--- src/hw/rtl/hts_pkg.sv ---
// Shared types, codes and helpers for the hold-to-secondary-click block.
`timescale 1ns / 1ps

package hts_pkg;

   // input event codes
   localparam logic [2:0] OP_TICK   = 3'd0;
   localparam logic [2:0] OP_DOWN   = 3'd1;
   localparam logic [2:0] OP_UP     = 3'd2;
   localparam logic [2:0] OP_MOTION = 3'd3;
   localparam logic [2:0] OP_OTHER  = 3'd4;
   localparam logic [2:0] OP_NONPTR = 3'd5;

   // result kinds
   localparam logic [2:0] KIND_PASS      = 3'd0;
   localparam logic [2:0] KIND_CONSUME   = 3'd1;
   localparam logic [2:0] KIND_SYN_DOWN  = 3'd2;
   localparam logic [2:0] KIND_SYN_UP    = 3'd3;
   localparam logic [2:0] KIND_HELD_DOWN = 3'd4;
   localparam logic [2:0] KIND_MOTION    = 3'd5;

   // notify codes
   localparam logic [1:0] NOTE_NONE     = 2'd0;
   localparam logic [1:0] NOTE_STARTED  = 2'd1;
   localparam logic [1:0] NOTE_CANCELED = 2'd2;
   localparam logic [1:0] NOTE_FIRED    = 2'd3;

   localparam logic [7:0] BTN_NONE      = 8'h00;
   localparam logic [7:0] BTN_PRIMARY   = 8'h01;
   localparam logic [7:0] BTN_SECONDARY = 8'h02;

   // register indexes
   localparam logic CSR_HOLD_TICKS    = 1'b0;
   localparam logic CSR_MOTION_RADIUS = 1'b1;

   localparam logic [15:0] HOLD_TICKS_RESET    = 16'd1000;
   localparam logic [15:0] MOTION_RADIUS_RESET = 16'd80;

   localparam int RES_MAX = 3;

   typedef struct packed {
      logic [2:0]         op;
      logic [7:0]         buttons;
      logic               has_pos;
      logic signed [15:0] pos_x;
      logic signed [15:0] pos_y;
      logic [31:0]        stamp;
   } item_type;

   typedef struct packed {
      logic [2:0]         kind;
      logic [7:0]         buttons;
      logic               has_pos;
      logic signed [15:0] x;
      logic signed [15:0] y;
      logic [31:0]        stamp;
      logic [1:0]         notify;
      logic               last;
   } result_type;

   typedef struct packed {
      logic [1:0]                 count;
      result_type [RES_MAX-1:0]   entry;
   } res_set_type;

   typedef struct packed {
      logic [15:0] hold_ticks;
      logic [15:0] motion_radius;
   } cfg_type;

   // pass/consume verdict: payload fields are zero
   function automatic result_type verdict_result(logic [2:0] kind, logic [1:0] note);
      result_type r;
      r        = '0;
      r.kind   = kind;
      r.notify = note;
      r.last   = 1'b1;
      return r;
   endfunction

   // synthesized button event: no position, stamped with the causing item's time
   function automatic result_type synth_result(logic [2:0] kind, logic [7:0] btn,
                                               logic [31:0] stamp, logic [1:0] note,
                                               logic last);
      result_type r;
      r         = '0;
      r.kind    = kind;
      r.buttons = btn;
      r.stamp   = stamp;
      r.notify  = note;
      r.last    = last;
      return r;
   endfunction

endpackage

--- src/hw/rtl/hold_to_secondary_click.sv ---
// Top level: converts a long primary-button hold into a secondary click.
`timescale 1ns / 1ps

// Usage
//   req_*  : one pointer/tick event item per handshake (valid/ready).
//   rsp_*  : result items, one per handshake; rsp_last marks the end of the
//            run that one input item causes (1 to 3 results, ticks may give 0).
//   csr_*  : write-only registers, index 0 hold_ticks, index 1 motion_radius.
//            Write only while no item is in flight.
// Timing
//   An accepted item lands in the input register, is evaluated once the
//   result buffer is free and its results are loaded into the result
//   buffer, from which the first result can be taken.
//   Throughput: one item per cycle while each item yields one result and
//   rsp_ready is high; a run of k results holds the output until the
//   buffer drains it, one result per cycle while rsp_ready is high.
// Reset
//   Synchronous, active high: gesture back to waiting for a primary down,
//   countdown cleared, registers back to 1000 ticks / 80 (5.0 px).
// Backpressure
//   While rsp_ready is low the run waits in the buffer; the input register
//   still takes one more item, then req_ready drops.

module hold_to_secondary_click (
   input  logic               clock,
   input  logic               reset,
   input  logic               req_valid,
   output logic               req_ready,
   input  logic [2:0]         req_op,
   input  logic [7:0]         req_buttons,
   input  logic               req_has_pos,
   input  logic signed [15:0] req_pos_x,
   input  logic signed [15:0] req_pos_y,
   input  logic [31:0]        req_stamp,
   output logic               rsp_valid,
   input  logic               rsp_ready,
   output logic [2:0]         rsp_kind,
   output logic [7:0]         rsp_out_buttons,
   output logic               rsp_out_has_pos,
   output logic signed [15:0] rsp_out_x,
   output logic signed [15:0] rsp_out_y,
   output logic [31:0]        rsp_out_time,
   output logic [1:0]         rsp_notify,
   output logic               rsp_last,
   input  logic               csr_wr_en,
   input  logic               csr_index,
   input  logic [15:0]        csr_wdata
);
   import hts_pkg::*;

   // configuration registers
   cfg_type cfg_ff;

   always_ff @(posedge clock) begin
      if (reset) begin
         cfg_ff.hold_ticks    <= HOLD_TICKS_RESET;
         cfg_ff.motion_radius <= MOTION_RADIUS_RESET;
      end else if (csr_wr_en) begin
         unique case (csr_index)
            CSR_HOLD_TICKS:    cfg_ff.hold_ticks    <= csr_wdata;
            CSR_MOTION_RADIUS: cfg_ff.motion_radius <= csr_wdata;
            default: ;
         endcase
      end
   end

   // input register
   logic        in_vld_ff;
   item_type    in_item_ff;
   logic        buf_free;
   logic        step_go;
   res_set_type set;
   result_type  rsp;

   assign step_go   = in_vld_ff && buf_free;
   assign req_ready = !in_vld_ff || step_go;

   always_ff @(posedge clock) begin
      if (reset) begin
         in_vld_ff <= 1'b0;
      end else if (req_valid && req_ready) begin
         in_vld_ff <= 1'b1;
      end else if (step_go) begin
         in_vld_ff <= 1'b0;
      end
   end

   always_ff @(posedge clock) begin
      if (req_valid && req_ready) begin
         in_item_ff.op      <= req_op;
         in_item_ff.buttons <= req_buttons;
         in_item_ff.has_pos <= req_has_pos;
         in_item_ff.pos_x   <= req_pos_x;
         in_item_ff.pos_y   <= req_pos_y;
         in_item_ff.stamp   <= req_stamp;
      end
   end

   // evaluation: gesture state plus the run of results for this item
   hts_core u_core (
      .clock (clock),
      .reset (reset),
      .go    (step_go),
      .item  (in_item_ff),
      .cfg   (cfg_ff),
      .set   (set)
   );

   // an empty run (quiet tick) updates state without touching the buffer
   hts_rsp_buf u_rsp_buf (
      .clock     (clock),
      .reset     (reset),
      .load      (step_go && (set.count != 2'd0)),
      .set       (set),
      .free      (buf_free),
      .rsp_valid (rsp_valid),
      .rsp_ready (rsp_ready),
      .rsp       (rsp)
   );

   assign rsp_kind        = rsp.kind;
   assign rsp_out_buttons = rsp.buttons;
   assign rsp_out_has_pos = rsp.has_pos;
   assign rsp_out_x       = rsp.x;
   assign rsp_out_y       = rsp.y;
   assign rsp_out_time    = rsp.stamp;
   assign rsp_notify      = rsp.notify;
   assign rsp_last        = rsp.last;

endmodule

--- src/hw/rtl/hts_core.sv ---
// Gesture state and combinational result generation for one event item.
`timescale 1ns / 1ps

module hts_core (
   input  logic                clock,
   input  logic                reset,
   input  logic                go,
   input  hts_pkg::item_type    item,
   input  hts_pkg::cfg_type     cfg,
   output hts_pkg::res_set_type set
);
   import hts_pkg::*;

   typedef enum logic [3:0] {
      MODE_WAIT_DOWN  = 4'b0001,
      MODE_HOLDING    = 4'b0010,
      MODE_SWALLOW_UP = 4'b0100,
      MODE_DRAG       = 4'b1000
   } mode_type;

   mode_type           mode_ff, mode_in;
   logic               pend_ff, pend_in;
   logic [15:0]        cnt_ff, cnt_in;
   logic signed [15:0] anchor_x_ff, anchor_x_in;
   logic signed [15:0] anchor_y_ff, anchor_y_in;
   logic [7:0]         held_btn_ff, held_btn_in;
   logic               held_hp_ff, held_hp_in;
   logic signed [15:0] held_x_ff, held_x_in;
   logic signed [15:0] held_y_ff, held_y_in;

   // squared travel from the anchor against squared radius
   logic signed [16:0] dx, dy;
   logic signed [33:0] dx_sq, dy_sq;
   logic [32:0]        d2;
   logic [31:0]        r2;
   logic               outside;

   assign dx      = $signed({item.pos_x[15], item.pos_x}) - $signed({anchor_x_ff[15], anchor_x_ff});
   assign dy      = $signed({item.pos_y[15], item.pos_y}) - $signed({anchor_y_ff[15], anchor_y_ff});
   assign dx_sq   = dx * dx;
   assign dy_sq   = dy * dy;
   assign d2      = {1'b0, dx_sq[31:0]} + {1'b0, dy_sq[31:0]};
   assign r2      = cfg.motion_radius * cfg.motion_radius;
   assign outside = item.has_pos && (d2 > {1'b0, r2});

   logic        pre_two;
   result_type  pre0, pre1;
   logic [2:0]  verdict;
   logic [1:0]  vnote;

   always_comb begin
      mode_in     = mode_ff;
      pend_in     = pend_ff;
      cnt_in      = cnt_ff;
      anchor_x_in = anchor_x_ff;
      anchor_y_in = anchor_y_ff;
      held_btn_in = held_btn_ff;
      held_hp_in  = held_hp_ff;
      held_x_in   = held_x_ff;
      held_y_in   = held_y_ff;
      set         = '0;
      pre_two     = 1'b0;
      pre0        = '0;
      pre1        = '0;
      verdict     = KIND_PASS;
      vnote       = NOTE_NONE;

      if (item.op == OP_TICK) begin
         if (pend_ff) begin
            if (cnt_ff > 16'd1) begin
               cnt_in = cnt_ff - 16'd1;
            end else begin
               pend_in      = 1'b0;
               cnt_in       = '0;
               mode_in      = MODE_SWALLOW_UP;
               set.count    = 2'd2;
               set.entry[0] = synth_result(KIND_SYN_DOWN, BTN_SECONDARY, item.stamp,
                                           NOTE_NONE, 1'b0);
               set.entry[1] = synth_result(KIND_SYN_UP, BTN_NONE, item.stamp,
                                           NOTE_FIRED, 1'b1);
            end
         end
      end else begin
         case (item.op) inside
            OP_DOWN, OP_UP, OP_MOTION, OP_OTHER: begin
               unique case (mode_ff)
                  MODE_WAIT_DOWN: begin
                     if (item.op == OP_DOWN && item.buttons[0]) begin
                        held_btn_in = item.buttons;
                        held_hp_in  = item.has_pos;
                        held_x_in   = item.pos_x;
                        held_y_in   = item.pos_y;
                        if (item.has_pos) begin
                           anchor_x_in = item.pos_x;
                           anchor_y_in = item.pos_y;
                        end
                        pend_in = 1'b1;
                        cnt_in  = cfg.hold_ticks;
                        mode_in = MODE_HOLDING;
                        verdict = KIND_CONSUME;
                        vnote   = NOTE_STARTED;
                     end
                  end
                  MODE_HOLDING: begin
                     if (item.op == OP_MOTION) begin
                        verdict = KIND_CONSUME;
                        if (outside) begin
                           pend_in      = 1'b0;
                           cnt_in       = '0;
                           mode_in      = MODE_DRAG;
                           pre_two      = 1'b1;
                           pre0.kind    = KIND_HELD_DOWN;
                           pre0.buttons = held_btn_ff;
                           pre0.has_pos = held_hp_ff;
                           pre0.x       = held_x_ff;
                           pre0.y       = held_y_ff;
                           pre0.stamp   = item.stamp;
                           pre0.notify  = pend_ff ? NOTE_CANCELED : NOTE_NONE;
                           pre1.kind    = KIND_MOTION;
                           pre1.buttons = item.buttons;
                           pre1.has_pos = item.has_pos;
                           pre1.x       = item.pos_x;
                           pre1.y       = item.pos_y;
                           pre1.stamp   = item.stamp;
                        end
                     end else if (item.op == OP_UP && !item.buttons[0]) begin
                        if (pend_ff) begin
                           pend_in = 1'b0;
                           cnt_in  = '0;
                           pre_two = 1'b1;
                           pre0    = synth_result(KIND_SYN_DOWN, BTN_PRIMARY, item.stamp,
                                                  NOTE_CANCELED, 1'b0);
                           pre1    = synth_result(KIND_SYN_UP, BTN_NONE, item.stamp,
                                                  NOTE_NONE, 1'b0);
                        end
                        mode_in = MODE_WAIT_DOWN;
                        verdict = KIND_CONSUME;
                     end
                  end
                  MODE_SWALLOW_UP: begin
                     if (item.op == OP_UP) begin
                        mode_in = MODE_WAIT_DOWN;
                        verdict = KIND_CONSUME;
                     end
                  end
                  MODE_DRAG: begin
                     if (item.op == OP_UP) begin
                        mode_in = MODE_WAIT_DOWN;
                     end
                  end
                  default: ;
               endcase
            end
            default: ;
         endcase

         if (pre_two) begin
            set.count    = 2'd3;
            set.entry[0] = pre0;
            set.entry[1] = pre1;
            set.entry[2] = verdict_result(verdict, vnote);
         end else begin
            set.count    = 2'd1;
            set.entry[0] = verdict_result(verdict, vnote);
         end
      end
   end

   always_ff @(posedge clock) begin
      if (reset) begin
         mode_ff     <= MODE_WAIT_DOWN;
         pend_ff     <= 1'b0;
         cnt_ff      <= '0;
         anchor_x_ff <= '0;
         anchor_y_ff <= '0;
         held_btn_ff <= '0;
         held_hp_ff  <= 1'b0;
         held_x_ff   <= '0;
         held_y_ff   <= '0;
      end else if (go) begin
         mode_ff     <= mode_in;
         pend_ff     <= pend_in;
         cnt_ff      <= cnt_in;
         anchor_x_ff <= anchor_x_in;
         anchor_y_ff <= anchor_y_in;
         held_btn_ff <= held_btn_in;
         held_hp_ff  <= held_hp_in;
         held_x_ff   <= held_x_in;
         held_y_ff   <= held_y_in;
      end
   end

   // countdown only runs while a down is held back
   a_pend_holding: assert property (@(posedge clock) disable iff (reset)
      pend_ff |-> (mode_ff == MODE_HOLDING))
      else $error("countdown pending outside holding mode");

   // only ticks may produce an empty run
   a_empty_tick: assert property (@(posedge clock) disable iff (reset)
      (go && set.count == 2'd0) |-> (item.op == OP_TICK))
      else $error("non-tick item produced no result");

endmodule

--- src/hw/rtl/hts_rsp_buf.sv ---
// Result buffer holding one item's run of up to three results.
`timescale 1ns / 1ps

module hts_rsp_buf (
   input  logic                 clock,
   input  logic                 reset,
   input  logic                 load,
   input  hts_pkg::res_set_type set,
   output logic                 free,
   output logic                 rsp_valid,
   input  logic                 rsp_ready,
   output hts_pkg::result_type  rsp
);
   import hts_pkg::*;

   logic                     vld_ff, vld_in;
   logic [1:0]               idx_ff, idx_in;
   logic [1:0]               n_ff, n_in;
   result_type [RES_MAX-1:0] ent_ff;
   logic                     at_end;

   assign at_end    = (idx_ff == n_ff - 2'd1);
   assign free      = !vld_ff || (rsp_ready && at_end);
   assign rsp_valid = vld_ff;
   assign rsp       = ent_ff[idx_ff];

   always_comb begin
      vld_in = vld_ff;
      idx_in = idx_ff;
      n_in   = n_ff;
      if (load) begin
         vld_in = 1'b1;
         idx_in = '0;
         n_in   = set.count;
      end else if (vld_ff && rsp_ready) begin
         if (at_end) begin
            vld_in = 1'b0;
         end else begin
            idx_in = idx_ff + 2'd1;
         end
      end
   end

   always_ff @(posedge clock) begin
      if (reset) begin
         vld_ff <= 1'b0;
         idx_ff <= '0;
         n_ff   <= '0;
      end else begin
         vld_ff <= vld_in;
         idx_ff <= idx_in;
         n_ff   <= n_in;
      end
   end

   always_ff @(posedge clock) begin
      if (load) begin
         ent_ff <= set.entry;
      end
   end

   // last flag must line up with the stored run length
   a_last_align: assert property (@(posedge clock) disable iff (reset)
      vld_ff |-> (rsp.last == at_end))
      else $error("last flag does not match run length");

   a_idx_range: assert property (@(posedge clock) disable iff (reset)
      vld_ff |-> (idx_ff < n_ff))
      else $error("read index beyond run length");

endmodule
--- config.mk ---
export PLATFORM = sky130hd
export DESIGN_NAME = hold_to_secondary_click
export DESIGN_NICKNAME = d
export VERILOG_FILES = /design/src/hw/rtl/hts_pkg.sv /design/src/hw/rtl/hold_to_secondary_click.sv /design/src/hw/rtl/hts_core.sv /design/src/hw/rtl/hts_rsp_buf.sv
export SDC_FILE = /design/constraint.sdc
export NUM_CORES = 2
export LEC_CHECK = 0
export BUFFER_PORTS_ARGS = -buffer_cell sky130_fd_sc_hd__buf_2
export CAP_MARGIN = 20
export CORE_MARGIN = 3
export CORE_UTILIZATION = 35
export CTS_BUF_LIST = sky130_fd_sc_hd__clkbuf_8
export DETAILED_ROUTE_END_ITERATION = 6
export PLACE_DENSITY = 0.54
export SYNTH_ARGS = -nofsm -noshare
export SYNTH_HDL_FRONTEND = slang
export SYNTH_SLANG_ARGS = --single-unit
--- constraint.sdc ---
create_clock -name clock -period 14.05 [get_ports clock]
set_input_delay 1.405 -clock clock [delete_from_list [all_inputs] [get_ports clock]]
set_output_delay 1.405 -clock clock [all_outputs]
set_load 0.01 [all_outputs]
==> impl.org <==
** Status
- Run status :: completed

** Global routing
- The via count of the first global-routing pass came to 32.1k.
- For met2 alone, demand over resource in global routing was 30.4%.
- In this run the most used layer during global routing was met2.
- Met1 GRT Util :: 23.6%
- Antenna violations before repair :: 4
- Across every metal layer, demand over resource in global routing totals 17.7%.
- Congestion Overflow GR :: 0
- Met3 global-route usage :: 2.15%
- Entering global routing, the biggest net connects 82 pins.
- The first global-routing pass estimated 177000 um of wire.

** Timing
- Maximum clock rate :: 0.0764 GHz
- Total negative setup slack :: 0 ns
- Slew at the pin with the worst max-slew slack :: 1.07 ns
- Setup violations remaining at the end of the flow were counted as 0.
- On the final layout, the worst clock skew is 0.0573 ns.
- The clock period could shrink to 13.09 ns.
- Setup repair after global routing left no endpoint under its margin.
- Worst hold slack after final layout :: 0.448 ns
- The number of failing hold endpoints at the final stage is 0.
- Period utilisation layout :: 93.1%
- The number of pins exceeding their max-slew limit in the final report came to 0.
- Worst slew slack as a fraction of its limit :: 28.2%

** Clock tree
- Insertion delay of the later-clocked pin in the worst-skew pair :: 0.66 ns
- Buffers inserted to repair hold after CTS numbered 0.
- Setup bufs post-CTS :: 0
- Resize count post-CTS :: 0
- Clock-pin slew was measured on the worst setup and hold paths at 0.06 ns.
- Clock tree from TritonCTS :: yes
- Clock H-tree levels :: 2
- The tree built by TritonCTS fans out to 334 sinks.
- Clock tree root buffer cell :: sky130_fd_sc_hd__clkbuf_8
- The clock passes through at most 3 buffers.
- TritonCTS created 54 clock buffers.

** Placed design
- Detail Placement HPWL :: 88400 um
- GP Congestion :: 0.882
- Buffers placed on the I/O ports in this run total 178.

** Routing
- After the first detailed-routing iteration, the DRC count stood at 1673.
- Vias :: 30.2k
- Dividing the detail-routed via count by the number of cells gives 4.79.
- After detailed routing, the average wire length per cell comes to 17.3 um.
- The routed design has 109000 um of wire.
- Residual DRC :: 0
- Antenna viol nets, final :: 0
- Initial DRT Pass Iterations :: 5

** Synthesis
- Post-synth top cells :: sky130_fd_sc_hd__inv_1, sky130_fd_sc_hd__fa_1, sky130_fd_sc_hd__nand2_1, sky130_fd_sc_hd__ha_1, sky130_fd_sc_hd__nor2_1
- Number of enable flip-flop cells after synthesis :: 202
- In this run, distinct cell masters in the synthesized netlist total 85.
- Share of the synthesized area in the top cell type :: 32.2%
- Sorting the synthesized cells by area gives the leading types as sky130_fd_sc_hd__fa_1, sky130_fd_sc_hd__edfxtp_1, sky130_fd_sc_hd__ha_1, sky130_fd_sc_hd__inv_1, sky130_fd_sc_hd__dfxtp_1.
- Syn Std Cell Area :: 0.0423 mm2
- The synthesized design spends more area on one cell type than any other, namely sky130_fd_sc_hd__fa_1.
- The synthesized design contains 334 register bits.
- Summing the sequential cell areas from Yosys gives 20.6% of the chip area.
- Count leader, synth :: sky130_fd_sc_hd__inv_1
- Dividing the synthesized area by the synthesized cell count gives 9.39 um2.
- Synthesis produced a netlist with a net count of 5636.
- Async S/R FF share, synth :: 0%
- Synthesized netlist cell count :: 4507
- Commonest register cell after synthesis :: sky130_fd_sc_hd__edfxtp_1
- Yosys warning count :: 0

** Setup path
- Crit start category :: register
- Family with the most delay on the worst path :: compound AO/OA/AOI/OAI gates
- On the worst path, the slowest cell contributes a delay of 0.63 ns.
- Destination of the critical timing path :: u_rsp_buf.ent_ff[136]
- Data arrival time of the worst path :: 13.45 ns
- Setup CP Type :: register to register
- On the critical path, the stage with the largest delay is an instance of sky130_fd_sc_hd__a32oi_2.
- STA classifies the critical path endpoint as a register.
- Along the worst path, the maximum fanout reaches 63.
- The endpoint identified for the worst register-to-register timing path is u_rsp_buf.ent_ff[136].
- Count of buffer and inverter cells on the critical path :: 7
- Dominant cell type by count on the critical path :: sky130_fd_sc_hd__fa_1
- STA puts the critical path data required time at 14.42 ns.
- The worst register-to-register path begins at in_item_ff[32].
- Levels on crit path :: 48
- Counting cells, the worst reg-to-reg path comes to 48.
- Launch point of the worst path :: in_item_ff[32]
- Register-to-register path setup slack :: 0.96 ns

** Hold path
- Startpoint of the most critical hold path :: u_core.held_y_ff[12]
- The min-delay analysis places its worst path in the category register to register.

** Die
- For this configuration, the core starts out at a cell density of 35.6%.
- Width of the chip :: 354 um
- The die covers 0.125 mm2.
- Pin placement for this block handled 179 I/O pins.
- The floorplan has 126 rows.
- Floorplan Core Area :: 0.119 mm2
- The die is 354 um tall.

** Layout
- The post-route netlist has 7.72% of its cells at a drive strength greater than 1.
- Compared with the post-synthesis result, the final layout area differs by 9.20%.
- Final Net Count :: 5775

** Run
- Max-cap violations in this run came to 0.
[stage by stage]
stage	area, um2	worst slack (ns)	util [%]	instances
after CTS	46200	0.784	38.8	6288
after global placement	45100	1.19	37.9	6189
after detailed placement	45100	0.844	37.9	6189
after global routing	46200	0.0120	38.8	6291
after floorplan	42300	2.62	-	4507
final	46200	0.964	38.8	6293
[metal layers]
metal | share of wire [%] | up-vias
met5 | 0.0083 | -
met4 | 3.0 | 2
met3 | 3.8 | 159
met2 | 49 | 535
met1 | 44 | 15117
li1 | - | 14354
[cell usage in the layout (no fill, tap or decap), types with 8 or more instances in the layout]
cell type,count
sky130_fd_sc_hd__a211o_1,11
sky130_fd_sc_hd__a211oi_1,10
sky130_fd_sc_hd__a211oi_2,14
sky130_fd_sc_hd__a21o_1,66
sky130_fd_sc_hd__a21oi_1,223
sky130_fd_sc_hd__a22oi_1,12
sky130_fd_sc_hd__a31oi_1,14
sky130_fd_sc_hd__and2_1,138
sky130_fd_sc_hd__and3_1,17
sky130_fd_sc_hd__buf_2,177
sky130_fd_sc_hd__buf_4,54
sky130_fd_sc_hd__clkbuf_8,61
sky130_fd_sc_hd__clkinv_1,15
sky130_fd_sc_hd__dfxtp_1,130
sky130_fd_sc_hd__edfxtp_1,202
sky130_fd_sc_hd__fa_1,681
sky130_fd_sc_hd__ha_1,350
sky130_fd_sc_hd__inv_1,979
sky130_fd_sc_hd__mux2i_1,48
sky130_fd_sc_hd__nand2_1,513
sky130_fd_sc_hd__nand2b_1,42
sky130_fd_sc_hd__nand3_1,32
sky130_fd_sc_hd__nand4_1,13
sky130_fd_sc_hd__nor2_1,287
sky130_fd_sc_hd__nor2b_1,84
sky130_fd_sc_hd__nor3_1,36
sky130_fd_sc_hd__o211ai_1,9
sky130_fd_sc_hd__o21a_1,28
sky130_fd_sc_hd__o21ai_0,82
sky130_fd_sc_hd__o21ai_1,8
sky130_fd_sc_hd__o21bai_1,11
sky130_fd_sc_hd__o31ai_1,14
sky130_fd_sc_hd__or2_2,10
sky130_fd_sc_hd__or3_1,20
sky130_fd_sc_hd__xnor2_1,113
sky130_fd_sc_hd__xor2_1,54
[worst min path at each step]
stage                                  endpoint  cells past startpoint  slack, ns
after floorplan           u_core.held_btn_ff[2]                      2       0.43
after global placement      u_core.held_y_ff[3]                      2       0.44
after detailed placement  u_core.held_btn_ff[3]                      2       0.44
after CTS                   u_core.held_y_ff[8]                      2       0.45
after global routing        u_core.held_x_ff[6]                      2       0.46
final                      u_core.held_y_ff[12]                      2       0.45
[cell type report]
| class | instances | area (um2) |
|---|---|---|
| antenna | 4 | 10.0 |
| clock buffer | 61 | 840 |
| clock inverter | 38 | 248 |
| fill | 12101 | 72800 |
| inverter | 969 | 3640 |
| multi-input combinational | 3055 | 29500 |
| sequential | 334 | 8710 |
| tap | 1600 | 2000 |
| timing repair buffer | 232 | 1310 |
[kinds of logic after synthesis]
kind of cell	Yosys count	synth area share (%)
mux	50	1.19
buf+inv	1118	9.94
other cells	1	0.00886
compound gates	576	8.86
xor+xnor	171	3.61
fa+ha+maj	1031	42.5
simple gates	1226	13.3
flops	334	20.6
[state kept, by name (all words and copies together), names as in the netlist]
signal	flops
u_core.anchor_x_ff	16
u_core.pend_ff	1
u_rsp_buf.n_ff	2
u_core.mode_ff	4
in_item_ff	76
u_rsp_buf.idx_ff	2
cfg_ff	32
in_vld_ff	1
u_rsp_buf.ent_ff	126
u_rsp_buf.rsp_valid	1
u_core.cnt_ff	16
u_core.held_hp_ff	1
u_core.anchor_y_ff	16
u_core.held_x_ff	16
u_core.held_y_ff	16
u_core.held_btn_ff	8
[worst register-to-register path, delay by kind of cell, from the launching register on]
kind                       cells  cell delay [ns]
AOI/OAI and AO/OA             20             4.97
xor gates and xnor gates       3             0.46
adders and majority gates     11             4.54
buffers and inverters          7             1.23
DFF                            1             0.43
and+or+nand+nor                7             1.20
Power is not shown: default switching activity piles up to over one toggle a cycle in this logic, so the estimate is an artifact.
